===== src/rtl/core/cbr_pkg.sv =====
// Shared types and constants for the color brightness rescale core.
package cbr_pkg;

  localparam int CH_W       = 8;
  localparam int PCT_W      = 7;
  localparam int K_W        = 15;
  localparam int NUM_W      = 23;
  localparam int DEN_W      = 15;
  localparam int Q_W        = 9;
  localparam int DIV_BITS   = 3;
  localparam int DIV_STAGES = Q_W / DIV_BITS;
  localparam int NUM_CH     = 3;
  localparam int APB_AW     = 3;
  localparam int APB_DW     = 32;

  localparam logic [PCT_W-1:0]    PCT_RESET      = 7'd50;
  localparam logic [DEN_W-1:0]    PCT_SCALE      = 15'd100;
  localparam logic [CH_W-1:0]     FULL_SCALE     = 8'd255;
  localparam logic [APB_AW-3:0]   REG_BRIGHTNESS = 1'b0;

  typedef struct packed {
    logic [CH_W-1:0] red_in;
    logic [CH_W-1:0] green_in;
    logic [CH_W-1:0] blue_in;
  } pix_in_t;

  typedef struct packed {
    logic [CH_W-1:0] red_out;
    logic [CH_W-1:0] green_out;
    logic [CH_W-1:0] blue_out;
  } pix_out_t;

  typedef struct packed {
    logic [NUM_CH-1:0][NUM_W-1:0] rem;
    logic [NUM_W-1:0]             dsh;
    logic [NUM_CH-1:0][Q_W-1:0]   quo;
  } div_t;

endpackage


===== src/rtl/core/color_brightness_rescale_core.sv =====
// Throughput: one item per cycle while the output is not stalled; six register
// stages (max/scale, multiply, three divider stages of three quotient bits each,
// output register).
// A stalled output holds the pipeline; bubbles are absorbed stage by stage.
// Reset (rst_n low at a clock edge) empties the pipeline and sets the
// brightness register to 50 percent.
module color_brightness_rescale_core (
  input  logic                          clk,
  input  logic                          rst_n,
  input  logic                          in_valid,
  output logic                          in_ready,
  input  cbr_pkg::pix_in_t              in_data,
  output logic                          out_valid,
  input  logic                          out_ready,
  output cbr_pkg::pix_out_t             out_data,
  input  logic                          psel,
  input  logic                          penable,
  input  logic                          pwrite,
  input  logic [cbr_pkg::APB_AW-1:0]    paddr,
  input  logic [cbr_pkg::APB_DW-1:0]    pwdata,
  output logic [cbr_pkg::APB_DW-1:0]    prdata,
  output logic                          pready
);

  // Each channel becomes floor(255 * pct * c / (100 * max)), saturated to 255.
  // A grey input gives floor(255 * pct / 100) from the same formula since c
  // equals max; only black needs its own path, where the numerator is
  // replaced by 255 * pct and the divisor by 100.

  // Configuration register.
  logic [cbr_pkg::PCT_W-1:0] pct_r;
  logic                      reg_sel;

  assign pready  = 1'b1;
  assign reg_sel = (paddr[cbr_pkg::APB_AW-1:2] == cbr_pkg::REG_BRIGHTNESS);
  assign prdata  = reg_sel ? cbr_pkg::APB_DW'(pct_r) : '0;

  always_ff @(posedge clk) begin
    if (!rst_n) begin
      pct_r <= cbr_pkg::PCT_RESET;
    end else if (psel && penable && pwrite && pready && reg_sel) begin
      pct_r <= pwdata[cbr_pkg::PCT_W-1:0];
    end
  end

  // Handshake chain: each stage loads when it is empty or its successor
  // moves on in the same cycle.
  logic s1_rdy;
  logic s2_rdy;
  logic out_rdy;

  // Stage 1: largest channel and the scale factor 255 * pct.
  logic                      s1_valid_r;
  cbr_pkg::pix_in_t          s1_pix_r;
  logic [cbr_pkg::CH_W-1:0]  s1_hi_r;
  logic [cbr_pkg::K_W-1:0]   s1_k_r;
  logic [cbr_pkg::CH_W-1:0]  hi_nxt;
  logic [cbr_pkg::K_W-1:0]   k_nxt;

  always_comb begin
    hi_nxt = in_data.red_in;
    if (in_data.green_in > hi_nxt) begin
      hi_nxt = in_data.green_in;
    end
    if (in_data.blue_in > hi_nxt) begin
      hi_nxt = in_data.blue_in;
    end
    k_nxt = cbr_pkg::K_W'(pct_r) * cbr_pkg::K_W'(cbr_pkg::FULL_SCALE);
  end

  assign s1_rdy   = !s1_valid_r || s2_rdy;
  assign in_ready = s1_rdy;

  always_ff @(posedge clk) begin
    if (!rst_n) begin
      s1_valid_r <= 1'b0;
    end else if (s1_rdy) begin
      s1_valid_r <= in_valid;
    end
  end

  always_ff @(posedge clk) begin
    if (s1_rdy && in_valid) begin
      s1_pix_r <= in_data;
      s1_hi_r  <= hi_nxt;
      s1_k_r   <= k_nxt;
    end
  end

  // Stage 2: numerators k * c and the divisor 100 * max, aligned to the
  // top quotient bit.
  logic                                     s2_valid_r;
  cbr_pkg::div_t                            s2_div_r;
  cbr_pkg::div_t                            div_nxt;
  logic [cbr_pkg::NUM_CH-1:0][cbr_pkg::CH_W-1:0] chan;
  logic [cbr_pkg::DEN_W-1:0]                den;
  logic                                     black;

  assign chan  = {s1_pix_r.blue_in, s1_pix_r.green_in, s1_pix_r.red_in};
  assign black = (s1_hi_r == '0);

  always_comb begin
    den = black ? cbr_pkg::PCT_SCALE
                : cbr_pkg::DEN_W'(s1_hi_r) * cbr_pkg::PCT_SCALE;
    div_nxt.dsh = cbr_pkg::NUM_W'({den, {(cbr_pkg::Q_W-1){1'b0}}});
    div_nxt.quo = '0;
    for (int c = 0; c < cbr_pkg::NUM_CH; c++) begin
      div_nxt.rem[c] = black ? cbr_pkg::NUM_W'(s1_k_r)
                             : cbr_pkg::NUM_W'(s1_k_r) * cbr_pkg::NUM_W'(chan[c]);
    end
  end

  // Divider pipeline.
  logic [cbr_pkg::DIV_STAGES:0] dv_valid;
  logic [cbr_pkg::DIV_STAGES:0] dv_ready;
  cbr_pkg::div_t                dv_data [cbr_pkg::DIV_STAGES+1];

  assign s2_rdy = !s2_valid_r || dv_ready[0];

  always_ff @(posedge clk) begin
    if (!rst_n) begin
      s2_valid_r <= 1'b0;
    end else if (s2_rdy) begin
      s2_valid_r <= s1_valid_r;
    end
  end

  always_ff @(posedge clk) begin
    if (s2_rdy && s1_valid_r) begin
      s2_div_r <= div_nxt;
    end
  end

  assign dv_valid[0] = s2_valid_r;
  assign dv_data[0]  = s2_div_r;

  for (genvar i = 0; i < cbr_pkg::DIV_STAGES; i++) begin : g_div
    cbr_div_stage u_stage (
      .clk      (clk),
      .rst_n    (rst_n),
      .up_valid (dv_valid[i]),
      .up_ready (dv_ready[i]),
      .up_data  (dv_data[i]),
      .dn_valid (dv_valid[i+1]),
      .dn_ready (dv_ready[i+1]),
      .dn_data  (dv_data[i+1])
    );
  end

  // Output register with saturation of quotients above full scale.
  logic              out_valid_r;
  cbr_pkg::pix_out_t out_data_r;
  cbr_pkg::pix_out_t out_nxt;
  logic [cbr_pkg::NUM_CH-1:0][cbr_pkg::CH_W-1:0] sat;

  always_comb begin
    for (int c = 0; c < cbr_pkg::NUM_CH; c++) begin
      if (dv_data[cbr_pkg::DIV_STAGES].quo[c][cbr_pkg::Q_W-1:cbr_pkg::CH_W] != '0) begin
        sat[c] = cbr_pkg::FULL_SCALE;
      end else begin
        sat[c] = dv_data[cbr_pkg::DIV_STAGES].quo[c][cbr_pkg::CH_W-1:0];
      end
    end
    out_nxt.red_out   = sat[0];
    out_nxt.green_out = sat[1];
    out_nxt.blue_out  = sat[2];
  end

  assign out_rdy                       = !out_valid_r || out_ready;
  assign dv_ready[cbr_pkg::DIV_STAGES] = out_rdy;
  assign out_valid                     = out_valid_r;
  assign out_data                      = out_data_r;

  always_ff @(posedge clk) begin
    if (!rst_n) begin
      out_valid_r <= 1'b0;
    end else if (out_rdy) begin
      out_valid_r <= dv_valid[cbr_pkg::DIV_STAGES];
    end
  end

  always_ff @(posedge clk) begin
    if (out_rdy && dv_valid[cbr_pkg::DIV_STAGES]) begin
      out_data_r <= out_nxt;
    end
  end

endmodule


===== src/rtl/core/cbr_div_stage.sv =====
// One registered stage of the three-channel restoring divider.
module cbr_div_stage (
  input  logic          clk,
  input  logic          rst_n,
  input  logic          up_valid,
  output logic          up_ready,
  input  cbr_pkg::div_t up_data,
  output logic          dn_valid,
  input  logic          dn_ready,
  output cbr_pkg::div_t dn_data
);

  logic          valid_r;
  cbr_pkg::div_t data_r;
  cbr_pkg::div_t data_nxt;

  // Each step compares every remainder against the shifted divisor, then
  // moves the divisor one bit down for the next quotient bit.
  always_comb begin
    data_nxt = up_data;
    for (int j = 0; j < cbr_pkg::DIV_BITS; j++) begin
      for (int c = 0; c < cbr_pkg::NUM_CH; c++) begin
        if (data_nxt.rem[c] >= data_nxt.dsh) begin
          data_nxt.rem[c] = data_nxt.rem[c] - data_nxt.dsh;
          data_nxt.quo[c] = {data_nxt.quo[c][cbr_pkg::Q_W-2:0], 1'b1};
        end else begin
          data_nxt.quo[c] = {data_nxt.quo[c][cbr_pkg::Q_W-2:0], 1'b0};
        end
      end
      data_nxt.dsh = data_nxt.dsh >> 1;
    end
  end

  assign up_ready = !valid_r || dn_ready;
  assign dn_valid = valid_r;
  assign dn_data  = data_r;

  always_ff @(posedge clk) begin
    if (!rst_n) begin
      valid_r <= 1'b0;
    end else if (up_ready) begin
      valid_r <= up_valid;
    end
  end

  always_ff @(posedge clk) begin
    if (up_ready && up_valid) begin
      data_r <= data_nxt;
    end
  end

endmodule


===== config.mk =====
export PLATFORM = sky130hd
export DESIGN_NAME = color_brightness_rescale_core
export DESIGN_NICKNAME = d
export VERILOG_FILES = /design/src/rtl/core/cbr_pkg.sv /design/src/rtl/core/color_brightness_rescale_core.sv /design/src/rtl/core/cbr_div_stage.sv
export SDC_FILE = /design/constraint.sdc
export NUM_CORES = 2
export LEC_CHECK = 0
export BUFFER_PORTS_ARGS = -buffer_cell sky130_fd_sc_hd__buf_2
export CAP_MARGIN = 20
export CORE_ASPECT_RATIO = 1.75
export CORE_UTILIZATION = 30
export CTS_CLUSTER_DIAMETER = 200
export CTS_CLUSTER_SIZE = 8
export DETAILED_ROUTE_END_ITERATION = 10
export GPL_ROUTABILITY_DRIVEN = 0
export SLEW_MARGIN = 20
export SYNTH_ARGS = -nofsm -noshare
export SYNTH_HDL_FRONTEND = slang
export SYNTH_SLANG_ARGS = --single-unit

===== constraint.sdc =====
create_clock -name clk -period 10.1 [get_ports clk]
set_input_delay 1.515 -clock clk [delete_from_list [all_inputs] [get_ports clk]]
set_output_delay 1.515 -clock clk [all_outputs]
set_load 0.005 [all_outputs]

-- Word-level counts from Yosys, hierarchy flattened
Index checks and enable logic that the tools add are counted.
- reduce and logical (&&, ||, !) cells: 22
- $add $sub $neg: 24
- $mul: 5
- divide/modulo/power cells: 0
- bitwise operators: 1
- order comparisons: 29
- eq/ne operators: 0
- shifts and indexed selects: 0
- multiplexer cells: 57
- operators with widths (operator ; count):
    $mux W23 ; 24
    $ge A23 B15 Y1 ; 3
    $ge A23 B16 Y1 ; 3
    $ge A23 B17 Y1 ; 3
    $ge A23 B18 Y1 ; 3
    $ge A23 B19 Y1 ; 3
    $ge A23 B20 Y1 ; 3
    $ge A23 B21 Y1 ; 3
    $ge A23 B22 Y1 ; 3
    $ge A23 B23 Y1 ; 3
    $mul A15 B8 Y23 ; 3
    $sub A23 B16 Y23 ; 3
    $sub A23 B17 Y23 ; 3
    $sub A23 B18 Y23 ; 3
    $sub A23 B19 Y23 ; 3
    $sub A23 B20 Y23 ; 3
    $sub A23 B21 Y23 ; 3
    $sub A23 B22 Y23 ; 3
    $sub A23 B23 Y23 ; 3
    $mux W15 ; 3
    $mux W1 ; 27
    $gt A8 B8 Y1 ; 2
    $mux W8 ; 2
    $mul A7 B8 Y15 const B ; 1
    7 further kinds ; 25
- register bits: 390
- word-level logic and storage cells: 178
- bits in read-only memories: 0
- output and inout port bits: 59
- bits in latches: 0
- memories: 0
- RAM bits: 0

-- Longest topological paths before layout
- depth after elaboration: 8
- depth in mapped cells: 40
- depth with buffers taken out: 37

-- Modules after synthesis
Synthesis repeated with hierarchy kept, for this count alone.
- cell total of the unflattened synthesis: 7573
- area total of the unflattened synthesis: 67921.4 um2
- modules (own cells, without submodules) (module ; area an instance (um2) ; sequential area each (um2) ; cells an instance ; times used):
    color_brightness_rescale_core ; 20290.7 ; 4794.6 ; 2055 ; 1
    cbr_div_stage at g_div[0].u_stage ; 15944.0 ; 3503.4 ; 1855 ; 1
    cbr_div_stage at g_div[2].u_stage ; 15865.2 ; 3503.4 ; 1837 ; 1
    cbr_div_stage at g_div[1].u_stage ; 15821.4 ; 3503.4 ; 1826 ; 1

-- Least setup slack after synthesis
No wires, ideal clock.
- path kind: input port to flip-flop
- start point: input port out_ready
- end point: register s2_div_r, in the netlist dv_data[394], enable pin
- setup slack: 1.479 ns
- arrival: 7.974 ns
- buffers on the path: 0
- stages on the path: 4
- required time: 9.453 ns
- cell sequence: nor2b_1 > and3_1 > and2_0 > a21boi_0
- longest elaborated chain between the ends: 6
- ends and longest elaborated chain (what ; RTL line ; RTL):
    from (decl) ; color_brightness_rescale_core.sv:14 ; input logic out_ready,
    $logic_or A1 B1 Y1 ; color_brightness_rescale_core.sv:169 ; assign out_rdy = !out_valid_r || out_ready;
    $logic_or A1 B1 Y1 (3 in a row) ; cbr_div_stage.sv:34 ; assign up_ready = !valid_r || dn_ready;
    $logic_or A1 B1 Y1 ; color_brightness_rescale_core.sv:118 ; assign s2_rdy = !s2_valid_r || dv_ready[0];
    $logic_and A1 B1 Y1 ; color_brightness_rescale_core.sv:129 ; if (s2_rdy && s1_valid_r) begin
    to (signal assigned) ; color_brightness_rescale_core.sv:130 ; s2_div_r <= div_nxt;
    to (decl) ; color_brightness_rescale_core.sv:93 ; cbr_pkg::div_t s2_div_r;
Every way passes these cells.
A chain may end at the register's enable or synchronous reset.

==> summary.txt <==
Final layout
  – Layout fillers: 15601
  – Layout area overhead: 9.88%
  – Finished Core Util: 0.332
  – Fraction of layout cells with a size suffix above 1: 0.0803
  – Multi-input gate area: 32200 sq um
  – Reg area: ~11000 sq um
  – Nets@finish: about 6000

Timing
  – Slew Limit Fails: 0
  – RSZ-0062 raised after global routing: false
  – Hold Fails Final Rpt: 0
  – Tightest Pin Transition: between 1 and 1.5 ns
  – Slew margin rel.: 0.238
  – Final Critical Period: 8.89 ns
  – Setup TNS: 0 ns
  – Fin Clk Skew: 0.0373 ns
  – Max Fclk: 112 MHz
  – # setup viols final: 0
  – Final period utilization: 0.880

Logic synthesis
  – Asr flop ratio synth: 0
  – Yosys top cell by area: edfxtp_1
  – Netlist cell types: between 80 and 90
  – Area contributors post-synth: edfxtp_1 (24%), ha_1 (15%), fa_1 (12%), a21oi_1 (4.0%), xnor2_1 (4.0%)
  – Cells after synthesis: a little over 5000
  – Synth warnings: 0
  – Post-synth top area share: 0.243
  – Yosys reg bits: 384
  – Sequential share of the synthesized area: 0.248
  – Synth Flop Type: edfxtp_1
  – Synthesized cell area: 45900 sq um
  – Synth cell count leaders: ha_1 (562), inv_1 (479), nand2_1 (464)
  – Mapped Avg Cell Area: just over 9 sq um
  – Most frequent cell after synthesis: ha_1
  – EDFF count, synth: between 300 and 400

Worst setup path
  – R2R cell count: 31
  – Endpoint class of the critical path: flop
  – FF-to-FF End: g_div[1].u_stage.dn_data[93]
  – Worst Setup SP: g_div[0].u_stage.dn_data[35]
  – Flop-to-flop setup slack: 1.21 ns
  – Critical path type: flop to flop
  – FF-to-FF Start: g_div[0].u_stage.dn_data[35]
  – Req. time, crit path: roughly 11 ns
  – Critical-path top delay cell: or4b_2
  – Crit path DAT: 9.37 ns
  – Critical path launch point type: flop
  – Largest stage delay, worst path: 0.69 ns
  – Crit path to: g_div[1].u_stage.dn_data[93]
  – CP Max Fanout: 13

Route
  – DR iter-0 viols: 1393
  – Final ANT Viol Nets: 0
  – Residual DRC: 0
  – Avg WL per Cell: about 17 microns
  – Routed vias/inst: between 5 and 6
  – Post-detailed-routing wire length: 124000 microns
  – Vias after detailed routing: 36333
  – Pre-antenna DRT Iters: 5

Clock network
  – Setup repair bufs after CTS: 0
  – Clk_lat worst skew: roughly 0.65 ns
  – Buffer depth of the longest clock path: 3
  – Sink Count: 384
  – Hold_buf cts: 0
  – Post-cts resize count: 0
  – CTS tree: yes
  – Clk slew on worst S/H paths: 0.06 ns
  – H-tree levels: 2
  – Num CTS Buffers: 53
  – Root buffer cell: clkbuf_16

Job
  – Max_cap viols: 0

Die
  – Ports: 125
  – Initial Utilization: 0.302
  – Site row count: ~190
  – Die Span Y: 520 microns
  – Core ar.: 152000 sq um
  – Die area: roughly 150000 sq um
  – Die Wd: 298 microns

Outcome
  – Status: finished clean

Global route
  – Largest net degree at the start of global routing: 70
  – GRT Residual Overflow: 0
  – Overall Global Routing Usage: 0.160
  – Initial antenna violation count: 2
  – Vias in the first global route: 37786
  – First-pass GRT wire length: between 150000 and 200000 microns

Worst hold path
  – HP Class: flop to flop

Placement
  – Final HPWL DP: around 100000 microns
  – IO Port Bufs: 71
## sequential cells by signal, summed over array words and instances (netlist names), 3 cells and up
| register | cells |
|---|---|
| g_div.u_stage.dn_valid | 3 |
| chan | 24 |
| s1_hi_r | 8 |
| pct_r | 7 |
| out_data | 24 |
| s1_k_r | 15 |
| dv_data | 82 |
| g_div.u_stage.dn_data | 218 |
## final cells by class
| class | count | share of cell area |
|---|---|---|
| timing repair buffer | 157 | 0.0202 |
| sequential | 384 | 0.226 |
| clock inverter | 3 | 0.00159 |
| multi-input combinational | 4048 | 0.639 |
| tap | 2005 | 0.0497 |
| inverter | 481 | 0.0358 |
| antenna | 1 | 0.0000496 |
| clock buffer | 71 | 0.0276 |
## worst min path at each step
stage | from | endpoint | slack, ns | depth (start not counted)
floorplan | g_div[0].u_stage.dn_data[9] | g_div[1].u_stage.dn_data[12] | 0.40 | 0
global placement | g_div[1].u_stage.dn_data[1] | g_div[2].u_stage.dn_data[4] | 0.40 | 0
detailed placement | g_div[1].u_stage.dn_data[21] | g_div[2].u_stage.dn_data[24] | 0.40 | 0
CTS | g_div[1].u_stage.dn_data[21] | g_div[2].u_stage.dn_data[24] | 0.40 | 0
global route | g_div[1].u_stage.dn_data[20] | g_div[2].u_stage.dn_data[23] | 0.42 | 0
finish | g_div[1].u_stage.dn_data[21] | g_div[2].u_stage.dn_data[24] | 0.40 | 0
## critical path: cells and delay by family (launching register included)
family / cells / cell delay [ns]
fa+ha+maj: 3 / 0.95
simple gates: 13 / 3.16
mux: 1 / 0.37
buf+inv: 2 / 0.73
flops: 1 / 0.37
compound gates: 12 / 3.12
## logic make-up (layout without fill, tap and decap cells)
logic type	after synthesis	in the layout	synth area share
AO/OA/AOI/OAI	1150	1150	0.159
XOR/XNOR	319	319	0.0609
adder cells (fa/ha/maj)	842	842	0.275
buffers and inverters	628	712	0.0537
flip-flops	384	384	0.248
multiplexers	146	146	0.0349
other	2	27	0.000164
AND/OR/NAND/NOR	1565	1565	0.168
## cell usage in the layout (no fill, tap or decap), drive strengths merged, types with 105 or more instances in the layout
cell and count:
buf 157, mux2 107, inv 482, ha 562
nor2 330, nand2 464, edfxtp 371, fa 280
nor3 105, o21ai 250, xnor2 208, and2 188
a21o 143, a21oi 369, xor2 111
## through the flow
stage	cells	setup slack (ns)	area (sq um)	hold slack, ns
final	7150	1.21	50400	0.401
after global routing	7150	0.351	50400	0.419
after CTS	7148	1.17	50400	0.402
after detailed placement	7074	1.23	48900	0.405
after global placement	7074	1.23	48900	0.404
after floorplan	5060	1.48	46000	0.400
## routing by layer
metal	routed length [microns]	track usage	vias up
li1	-	-	17906
met1	42100	0.146	17335
met2	67500	0.317	720
met3	3390	0.0146	370
met4	11500	0.130	2
met5	17	0	-
Power is not shown: default switching activity piles up to over one toggle a cycle in this logic, so the estimate is an artifact.
